<file path="src/sv/ccr_pkg.sv">
// ----------------------------------------------------------------------------
// Condition-code unit package
// Types and constants shared by the condition-code ALU, its condition
// evaluator and the top level.
// ----------------------------------------------------------------------------
package ccr_pkg;

   typedef enum logic [2:0] {
      OP_ADD  = 3'd0,
      OP_SUB  = 3'd1,
      OP_CMP  = 3'd2,
      OP_TEST = 3'd3,
      OP_LOAD = 3'd4
   } op_type;

   typedef enum logic [1:0] {
      SIZE_BYTE = 2'd0,
      SIZE_WORD = 2'd1,
      SIZE_LONG = 2'd2
   } size_type;

   typedef enum logic [3:0] {
      COND_T  = 4'd0,
      COND_F  = 4'd1,
      COND_HI = 4'd2,
      COND_LS = 4'd3,
      COND_CC = 4'd4,
      COND_CS = 4'd5,
      COND_NE = 4'd6,
      COND_EQ = 4'd7,
      COND_VC = 4'd8,
      COND_VS = 4'd9,
      COND_PL = 4'd10,
      COND_MI = 4'd11,
      COND_GE = 4'd12,
      COND_LT = 4'd13,
      COND_GT = 4'd14,
      COND_LE = 4'd15
   } cond_type;

   localparam int FLAG_C = 0;
   localparam int FLAG_V = 1;
   localparam int FLAG_Z = 2;
   localparam int FLAG_N = 3;
   localparam int FLAG_X = 4;

   localparam logic [4:0] FLAG_MASK = 5'h1F;

   typedef struct packed {
      logic [2:0]  op;
      logic [31:0] src_operand;
      logic [31:0] dst_operand;
      logic [1:0]  size_code;
      logic        use_extend;
      logic        sticky_zero;
      logic [3:0]  condition;
   } req_word_type;

   typedef struct packed {
      logic [31:0] result;
      logic [4:0]  flags;
      logic        condition_true;
   } alu_out_type;

endpackage

</file>
<file path="src/sv/ccr_cond.sv">
// ----------------------------------------------------------------------------
// Condition evaluator
// Evaluates one of the sixteen standard conditions on the current flags.
// ----------------------------------------------------------------------------
module ccr_cond (
   input  logic [4:0] flags,
   input  logic [3:0] condition,
   output logic       cond_true
);
   import ccr_pkg::*;

   logic n;
   logic z;
   logic v;
   logic c;

   assign n = flags[FLAG_N];
   assign z = flags[FLAG_Z];
   assign v = flags[FLAG_V];
   assign c = flags[FLAG_C];

   always_comb begin
      case (condition)
         COND_T:  cond_true = 1'b1;
         COND_F:  cond_true = 1'b0;
         COND_HI: cond_true = !c && !z;
         COND_LS: cond_true = c || z;
         COND_CC: cond_true = !c;
         COND_CS: cond_true = c;
         COND_NE: cond_true = !z;
         COND_EQ: cond_true = z;
         COND_VC: cond_true = !v;
         COND_VS: cond_true = v;
         COND_PL: cond_true = !n;
         COND_MI: cond_true = n;
         COND_GE: cond_true = (n == v);
         COND_LT: cond_true = (n != v);
         COND_GT: cond_true = (n == v) && !z;
         COND_LE: cond_true = (n != v) || z;
         default: cond_true = 1'b0;
      endcase
   end

endmodule

</file>
<file path="src/sv/ccr_alu.sv">
// ----------------------------------------------------------------------------
// Condition-code ALU
// Computes the sum or difference of one word and the flags that follow
// from it and the flags held; also tests a condition or loads flags.
// ----------------------------------------------------------------------------
module ccr_alu (
   input  ccr_pkg::req_word_type req_word,
   input  logic [4:0]            flags_cur,
   output ccr_pkg::alu_out_type  alu_out
);
   import ccr_pkg::*;

   logic [31:0] mask;
   logic [31:0] sign;
   logic [31:0] s;
   logic [31:0] t;
   logic        x_in;
   logic        sub_x;
   logic [32:0] sum_wide;
   logic [32:0] diff_wide;
   logic [31:0] sum_r;
   logic [31:0] diff_r;
   logic        carry;
   logic        borrow;
   logic        v_add;
   logic        v_sub;
   logic        z_sticky_add;
   logic        z_sticky_sub;
   logic        cond_true;

   always_comb begin
      case (req_word.size_code)
         SIZE_BYTE: begin
            mask = 32'h0000_00FF;
            sign = 32'h0000_0080;
         end
         SIZE_WORD: begin
            mask = 32'h0000_FFFF;
            sign = 32'h0000_8000;
         end
         default: begin
            mask = 32'hFFFF_FFFF;
            sign = 32'h8000_0000;
         end
      endcase
   end

   assign s     = req_word.src_operand & mask;
   assign t     = req_word.dst_operand & mask;
   assign x_in  = req_word.use_extend & flags_cur[FLAG_X];
   assign sub_x = (req_word.op == OP_SUB) ? x_in : 1'b0;

   assign sum_wide  = {1'b0, s} + {1'b0, t} + {32'd0, x_in};
   assign diff_wide = {1'b0, t} - {1'b0, s} - {32'd0, sub_x};
   assign sum_r     = sum_wide[31:0] & mask;
   assign diff_r    = diff_wide[31:0] & mask;

   assign carry  = |(sum_wide & ~{1'b0, mask});
   assign borrow = diff_wide[32];
   assign v_add  = |(~(s ^ t) & (s ^ sum_r) & sign);
   assign v_sub  = |((s ^ t) & (t ^ diff_r) & sign);

   assign z_sticky_add = req_word.sticky_zero ? (flags_cur[FLAG_Z] && (sum_r == 32'd0))
                                              : (sum_r == 32'd0);
   assign z_sticky_sub = req_word.sticky_zero ? (flags_cur[FLAG_Z] && (diff_r == 32'd0))
                                              : (diff_r == 32'd0);

   ccr_cond u_cond (
      .flags     (flags_cur),
      .condition (req_word.condition),
      .cond_true (cond_true)
   );

   always_comb begin
      alu_out.result         = 32'd0;
      alu_out.flags          = flags_cur;
      alu_out.condition_true = 1'b0;
      case (req_word.op)
         OP_ADD: begin
            alu_out.result = sum_r;
            alu_out.flags[FLAG_X] = carry;
            alu_out.flags[FLAG_N] = |(sum_r & sign);
            alu_out.flags[FLAG_Z] = z_sticky_add;
            alu_out.flags[FLAG_V] = v_add;
            alu_out.flags[FLAG_C] = carry;
         end
         OP_SUB: begin
            alu_out.result        = diff_r;
            alu_out.flags[FLAG_X] = borrow;
            alu_out.flags[FLAG_N] = |(diff_r & sign);
            alu_out.flags[FLAG_Z] = z_sticky_sub;
            alu_out.flags[FLAG_V] = v_sub;
            alu_out.flags[FLAG_C] = borrow;
         end
         OP_CMP: begin
            alu_out.result        = diff_r;
            alu_out.flags[FLAG_N] = |(diff_r & sign);
            alu_out.flags[FLAG_Z] = (diff_r == 32'd0);
            alu_out.flags[FLAG_V] = v_sub;
            alu_out.flags[FLAG_C] = borrow;
         end
         OP_TEST: begin
            alu_out.condition_true = cond_true;
         end
         OP_LOAD: begin
            alu_out.flags = req_word.src_operand[4:0] & FLAG_MASK;
         end
         default: begin
            alu_out.result = 32'd0;
         end
      endcase
   end

endmodule

</file>
<file path="src/sv/alu_condition_codes_core.sv">
// ----------------------------------------------------------------------------
// Condition-code unit, top level
// Holds the X, N, Z, V and C flags and performs add, subtract, compare,
// condition test and flag load on one word per cycle while rsp_ready is high.
// ----------------------------------------------------------------------------
// Usage:
//   The request channel (req_valid, req_ready and the req_ fields) carries one
//   operation per word. The response channel (rsp_valid, rsp_ready and the
//   rsp_ fields) returns one word per request, in order: the masked result,
//   the flags after the operation and the outcome of a condition test.
//   A request word is captured in an input register; from there the ALU
//   works on it against the flag register, and the flags and the response
//   are written together into the flag and output registers. The response
//   thus passes the input register and then the output register, and the
//   unit takes a new word in every cycle while rsp_ready is high.
//   Each operation sees the flags left by the one before it, since the flag
//   register is updated in the same edge that moves a word to the output.
//   When the receiver holds rsp_ready low, the response word stays put, one
//   further request is held in the input register and req_ready then falls.
//   A synchronous reset clears the flags to zero and empties both registers.
// ----------------------------------------------------------------------------
module alu_condition_codes_core (
   input  logic        clock,
   input  logic        reset,
   input  logic        req_valid,
   output logic        req_ready,
   input  logic [2:0]  req_op,
   input  logic [31:0] req_src_operand,
   input  logic [31:0] req_dst_operand,
   input  logic [1:0]  req_size_code,
   input  logic        req_use_extend,
   input  logic        req_sticky_zero,
   input  logic [3:0]  req_condition,
   output logic        rsp_valid,
   input  logic        rsp_ready,
   output logic [31:0] rsp_result,
   output logic [4:0]  rsp_flags,
   output logic        rsp_condition_true
);
   import ccr_pkg::*;

   logic         s1_valid_ff;
   logic         s1_valid_in;
   req_word_type s1_word_ff;
   req_word_type s1_word_in;
   logic [4:0]   flags_ff;
   logic [4:0]   flags_in;
   logic         rsp_valid_ff;
   logic         rsp_valid_in;
   alu_out_type  rsp_word_ff;
   alu_out_type  rsp_word_in;
   alu_out_type  alu_out;
   logic         req_accept;
   logic         s1_advance;

   assign s1_advance = s1_valid_ff && (!rsp_valid_ff || rsp_ready);
   assign req_ready  = !s1_valid_ff || s1_advance;
   assign req_accept = req_valid && req_ready;

   ccr_alu u_alu (
      .req_word  (s1_word_ff),
      .flags_cur (flags_ff),
      .alu_out   (alu_out)
   );

   always_comb begin
      s1_word_in.op          = req_op;
      s1_word_in.src_operand = req_src_operand;
      s1_word_in.dst_operand = req_dst_operand;
      s1_word_in.size_code   = req_size_code;
      s1_word_in.use_extend  = req_use_extend;
      s1_word_in.sticky_zero = req_sticky_zero;
      s1_word_in.condition   = req_condition;
   end

   assign s1_valid_in  = req_accept ? 1'b1 : (s1_advance ? 1'b0 : s1_valid_ff);
   assign rsp_valid_in = s1_advance ? 1'b1 : (rsp_ready ? 1'b0 : rsp_valid_ff);
   assign flags_in     = s1_advance ? alu_out.flags : flags_ff;
   assign rsp_word_in  = s1_advance ? alu_out : rsp_word_ff;

   always_ff @(posedge clock) begin
      if (reset) begin
         s1_valid_ff  <= 1'b0;
         rsp_valid_ff <= 1'b0;
         flags_ff     <= 5'd0;
      end else begin
         s1_valid_ff  <= s1_valid_in;
         rsp_valid_ff <= rsp_valid_in;
         flags_ff     <= flags_in;
      end
   end

   always_ff @(posedge clock) begin
      if (req_accept) begin
         s1_word_ff <= s1_word_in;
      end
      rsp_word_ff <= rsp_word_in;
   end

   assign rsp_valid          = rsp_valid_ff;
   assign rsp_result         = rsp_word_ff.result;
   assign rsp_flags          = rsp_word_ff.flags;
   assign rsp_condition_true = rsp_word_ff.condition_true;

endmodule

</file>
<file path="config.mk">
export PLATFORM = sky130hd
export DESIGN_NAME = alu_condition_codes_core
export DESIGN_NICKNAME = d
export VERILOG_FILES = /design/src/sv/ccr_pkg.sv /design/src/sv/ccr_cond.sv /design/src/sv/ccr_alu.sv /design/src/sv/alu_condition_codes_core.sv
export SDC_FILE = /design/constraint.sdc
export NUM_CORES = 1
export LEC_CHECK = 0
export BUFFER_PORTS_ARGS = -buffer_cell sky130_fd_sc_hd__clkbuf_2
export CORE_UTILIZATION = 54
export CTS_CLUSTER_SIZE = 20
export DETAILED_ROUTE_END_ITERATION = 8
export HOLD_SLACK_MARGIN = 0.05
export PLACE_DENSITY = 0.75
export SYNTH_ARGS = -nofsm -noshare
export SYNTH_HDL_FRONTEND = slang
export SYNTH_SLANG_ARGS = --single-unit
</file>
<file path="constraint.sdc">
create_clock -name clock -period 4.35 [get_ports clock]
set_input_delay 1.0875 -clock clock [delete_from_list [all_inputs] [get_ports clock]]
set_output_delay 1.0875 -clock clock [all_outputs]
set_load 0.005 [all_outputs]
</file>
# Yosys cells after proc, flatten, opt, wreduce, memory -nomap -nowiden
# Index checks and enable logic that the tools add are counted.
# totals
output_inout_bits	40
reg_bits	120
# classes
bitwise	17
reduce_logical	29
n_eq_ne	22
mux	13
add_sub_neg	4
# ops
operator	count
32-bit bitwise AND	10
32-bit one-hot mux with 2 select lines	3
32-bit OR reduction	4
32-bit XOR	3
32-bit logical NOT	2
32-bit by 32-bit adder with 33-bit output	1
33-bit by 1-bit adder with 33-bit output	1
33-bit bitwise AND	1
32-bit inverter with 33-bit output	1
33-bit OR reduction	1
32-bit by 32-bit subtractor with 33-bit output	1
33-bit by 1-bit subtractor with 33-bit output	1
4-bit equality test (second input constant)	8
32-bit inverter	1
4-bit by 3-bit equality test with 1-bit output (second input constant)	4
1-bit one-hot mux with 16 select lines	1
4-bit one-hot mux with 4 select lines	1
4-bit by 2-bit equality test with 1-bit output (second input constant)	2
1-bit 2-to-1 mux	7
3-bit by 2-bit equality test with 1-bit output (second input constant)	2
1-bit logical AND	6
1-bit logical NOT	6
4-bit by 1-bit equality test with 1-bit output (second input constant)	1
4-bit logical NOT	1
other kinds (12)	16

# Longest topological paths before layout
# logic_depth
word_depth	11
ltp_mapped	19
mapped_depth_nobuf	18

# By module
# Synthesis repeated with hierarchy kept, for this count alone.
# unflattened
hier_cells	1042
area_unflattened_um2	9719.3
# modules_own_cells
mod	area_per_inst_um2	cells_each	instances
ccr_alu	5815.6	871	1
alu_condition_codes_core	3708.6	145	1
ccr_cond	195.2	26	1

# Least setup slack after synthesis
# No wires, ideal clock.
# synth_timing
path_kind	reg2reg
startpoint	reg s1_word_ff[72] (netlist bit)
endpoint	reg rsp_word_ff, in the netlist rsp_flags[2] (data pin)
slack_ps	-274
required_time_ps	4081
stages_incl_launch_ff	19
period_less_slack_ps	4624
arrival_ps	4355
cell_sequence	edfxtp_1 > clkbuf_1 > inv_1 > or3_1 > nor2_1 > fa_1 > ha_1 > or2_2 > fa_1 > nor3b_1 > o21ai_1 > o211ai_1 > a21oi_1 > o22ai_1 > mux2_2 > nand4_1 > o32ai_1 > a221oi_1 > a21oi_1
# synth_lines
item	line_no	rtl
from (decl)	alu_condition_codes_core.sv:44	req_word_type s1_word_ff;
from (signal assigned)	alu_condition_codes_core.sv:95	s1_word_ff <= s1_word_in;
to (signal assigned)	alu_condition_codes_core.sv:97	rsp_word_ff <= rsp_word_in;
to (decl)	alu_condition_codes_core.sv:50	alu_out_type rsp_word_ff;

==> results.txt <==
status: finished with violations
failing checks: negative setup slack
Final ANT Viol Nets: 0
Rows: 48
total power: 4.47 mW
top cells by area, synth: edfxtp_1 (35%), ha_1 (12%), a21oi_1 (4.6%)
Worst-Skew Late Latency: 0.43 ns
top cell type's share of synthesized area: 0.346
post-route cell area: 0.0128 mm²
final hold violation count: 0
initial DRC count: 981
Post-Layout Cell Count: 1603
CTS Sinks: 120
filler instances: 1348
Flop pwr share: 0.309
Die Width: 137 µm
XOR/XNOR share of the synthesized area: 0.0420
die area: 0.0187 mm²
Critical Path AT: 4.64 ns
simple-gate share of the synthesized area: 0.189
clock share of power: 0.303
final slew viol count: 0
power density over the cells: 351 mW/mm²
Final Cycle Share: 1.03
GRT met1 Usage: 0.465
Synth top cells by count: edfxtp_1 (113), inv_1 (111), ha_1 (93)
Core ar.: 0.0175 mm²
largest net degree at the start of global routing: 76
GRT overflow: 0
GR Util met2: 0.531
layout cells sized above 1: 0.293
actual slew at the worst max-slew pin: 0.979 ns
Syn Inst Count: 1088
Total GRT Usage: 0.339
most common cell in the netlist: edfxtp_1
Yosys reg bits: 120
CP endpoint kind: register
Final min period: 4.48 ns
total number of vias: 9643
routed wire length per instance: 19.4 µm
Final TNS setup: -0.232 ns
top-level port count: 119
first-pass GRT wire length: 47.4 mm
leakage power: 5.64 nW
FF/Latch Area: 0.00353 mm²
Post-synth EDFFs: 113
# placed instances: 1565
Pint: 2.85 mW
ANT cells: 0
clk buf depth: 2
commonest register cell after synthesis: edfxtp_1
maximum operating frequency: 0.223 GHz
CTS tree: yes
Net Switching: 1.62 mW
Net Count, Synth: 1264
vias in the first global route: 9086
routability cong.: 0.996
hpwl dp: 24.5 mm
post-synthesis cell area: 0.00981 mm²
# setup viols final: 2
Syn Area/Cell: 9.01 µm²
IO Port Bufs: 118
synth-to-layout area growth: 30.1%
asr flop ratio synth: 0
peak supply drop: 0.430 mV
Max Cap Viol: 0
type of the tightest min-delay check: reg2reg
H-tree levels: 4
CTS root buffer: clkbuf_16
main combinational cell family by area after synthesis: compound AO/OA/AOI/OAI gates
hold-fix buffers at CTS: 0
cell taking the most area after synthesis: edfxtp_1
worst setup margin: -0.125 ns
post-synth cell types: 91
DRC errors left: 0
Synth Area in Adders: 0.127
DP Area: 0.0118 mm²
pre-CTS WS: -0.357 ns
Via density: 6.02
multiplexer share of the synthesized area: 0.00957
CTS buffer count: 17
sequential fraction of the synthesis area: 0.360
GR met3 Demand/Resource: 0.0670
critical path type: reg2reg
final core utilization: 0.727
clock slew at reported path FFs: 0.07 ns
worst hold slack: 0.528 ns
CP Max Fanout: 6
switching share of power: 0.363
antenna violations before repair: 0
Initial Util: 0.559
complex-gate fraction of the synthesized area: 0.217
gr busiest metal: met2
die height: 137 µm
Synth Warn #: 0
Max-slew headroom: 0.347
critical path startpoint category: register
drt total wl: 31.1 mm
Gate power share: 0.388
multi-input combinational cell area: 0.00607 mm²
Fin Clk Skew: 0.0179 ns
RSZ-0062 raised after global routing: yes
First-pass DRT Iterations: 6
Worst Path Required: 4.51 ns
# nets final: 1541
[worst paths after layout]
kind                            slack, ns  cells after the start      startpoint      endpoint
worst max-delay path                -0.13                     17  s1_word_ff[74]  rsp_flags[2]
worst max register to register      -0.13                     17  s1_word_ff[74]  rsp_flags[2]
worst min-delay path                 0.53                      2     s1_valid_ff     rsp_valid
worst min register to register       0.53                      2     s1_valid_ff     rsp_valid
[registers in the layout, summed over array words and instances, names as in the netlist]
name	flops
flags_ff	5
rsp_condition_true	1
rsp_flags	5
rsp_result	32
rsp_valid	1
s1_valid_ff	1
s1_word_ff	75
[cells by family after synthesis]
group	after synthesis
AO/OA/AOI/OAI	315
buffers and inverters	143
adder cells (fa/ha/maj)	97
AND/OR/NAND/NOR	357
multiplexers	9
XOR/XNOR	47
flip-flops	120
[power by group through the flow]
stage | Combinational, mW | Sequential, mW | Clock (mW)
finish | 1.74 | 1.38 | 1.35
detailed placement | 1.59 | 1.40 | 0
CTS | 1.63 | 1.38 | 1.37
global placement | 1.58 | 1.40 | 0
global route | 1.87 | 1.39 | 1.41
floorplan | 0.934 | 1.40 | 0
[cells in the final DEF, fill, tap and decap left out, types with 6 or more instances in the layout]
| master | count |
|---|---|
| xnor2_1 | 33 |
| or3_1 | 8 |
| or2_2 | 8 |
| nor2b_1 | 32 |
| inv_1 | 111 |
| a211oi_1 | 12 |
| and3_1 | 11 |
| nand2_1 | 86 |
| mux2i_1 | 6 |
| and2_1 | 25 |
| o211ai_1 | 11 |
| nor2_1 | 70 |
| o31ai_1 | 7 |
| buf_4 | 166 |
| a21oi_1 | 86 |
| nand3_1 | 24 |
| clkbuf_16 | 17 |
| o22ai_1 | 14 |
| clkbuf_2 | 118 |
| xor2_1 | 14 |
| o21bai_1 | 11 |
| nand2b_1 | 12 |
| nand4_1 | 17 |
| o21ai_1 | 8 |
| a21o_1 | 14 |
| o21ai_0 | 40 |
| a31oi_1 | 9 |
| dfxtp_1 | 7 |
| ha_1 | 89 |
| inv_6 | 7 |
| nor4_1 | 7 |
| edfxtp_1 | 113 |
| nor3_1 | 20 |
[timing repair]
item                       4_1_cts  5_1_grt
setup endpoints to repair        6        8
buffers inserted                 2        4
pin swaps                       16       22
gates resized for setup         21       47
[worst max-delay path, stage by stage (launching register included)]
cell      delay, ns
edfxtp_1       0.40
or3_4          0.42
nor2_4         0.09
fa_1           0.43
ha_2           0.19
or2_4          0.23
fa_2           0.37
nor3b_2        0.18
o21ai_2        0.12
buf_6          0.15
o21ai_4        0.21
a211oi_4       0.11
nand2b_4       0.16
a211o_1        0.28
o211ai_1       0.17
o32ai_2        0.14
a221oi_2       0.43
a21oi_1        0.12
[metal layers]
layer,part of all wire,wire (µm)
met3,0.090,2800
met5,0,0
met1,0.43,13500
met4,0.030,934
met2,0.45,13900
[layout make-up]
cell class,count,share of cell area
tap,225,0.0221
sequential,120,0.277
clock buffer,17,0.0333
inverter,113,0.0333
multi-input combinational,825,0.476
timing repair buffer,288,0.149
clock inverter,15,0.0102
No activity file was read; power rests on OpenSTA's default activity.
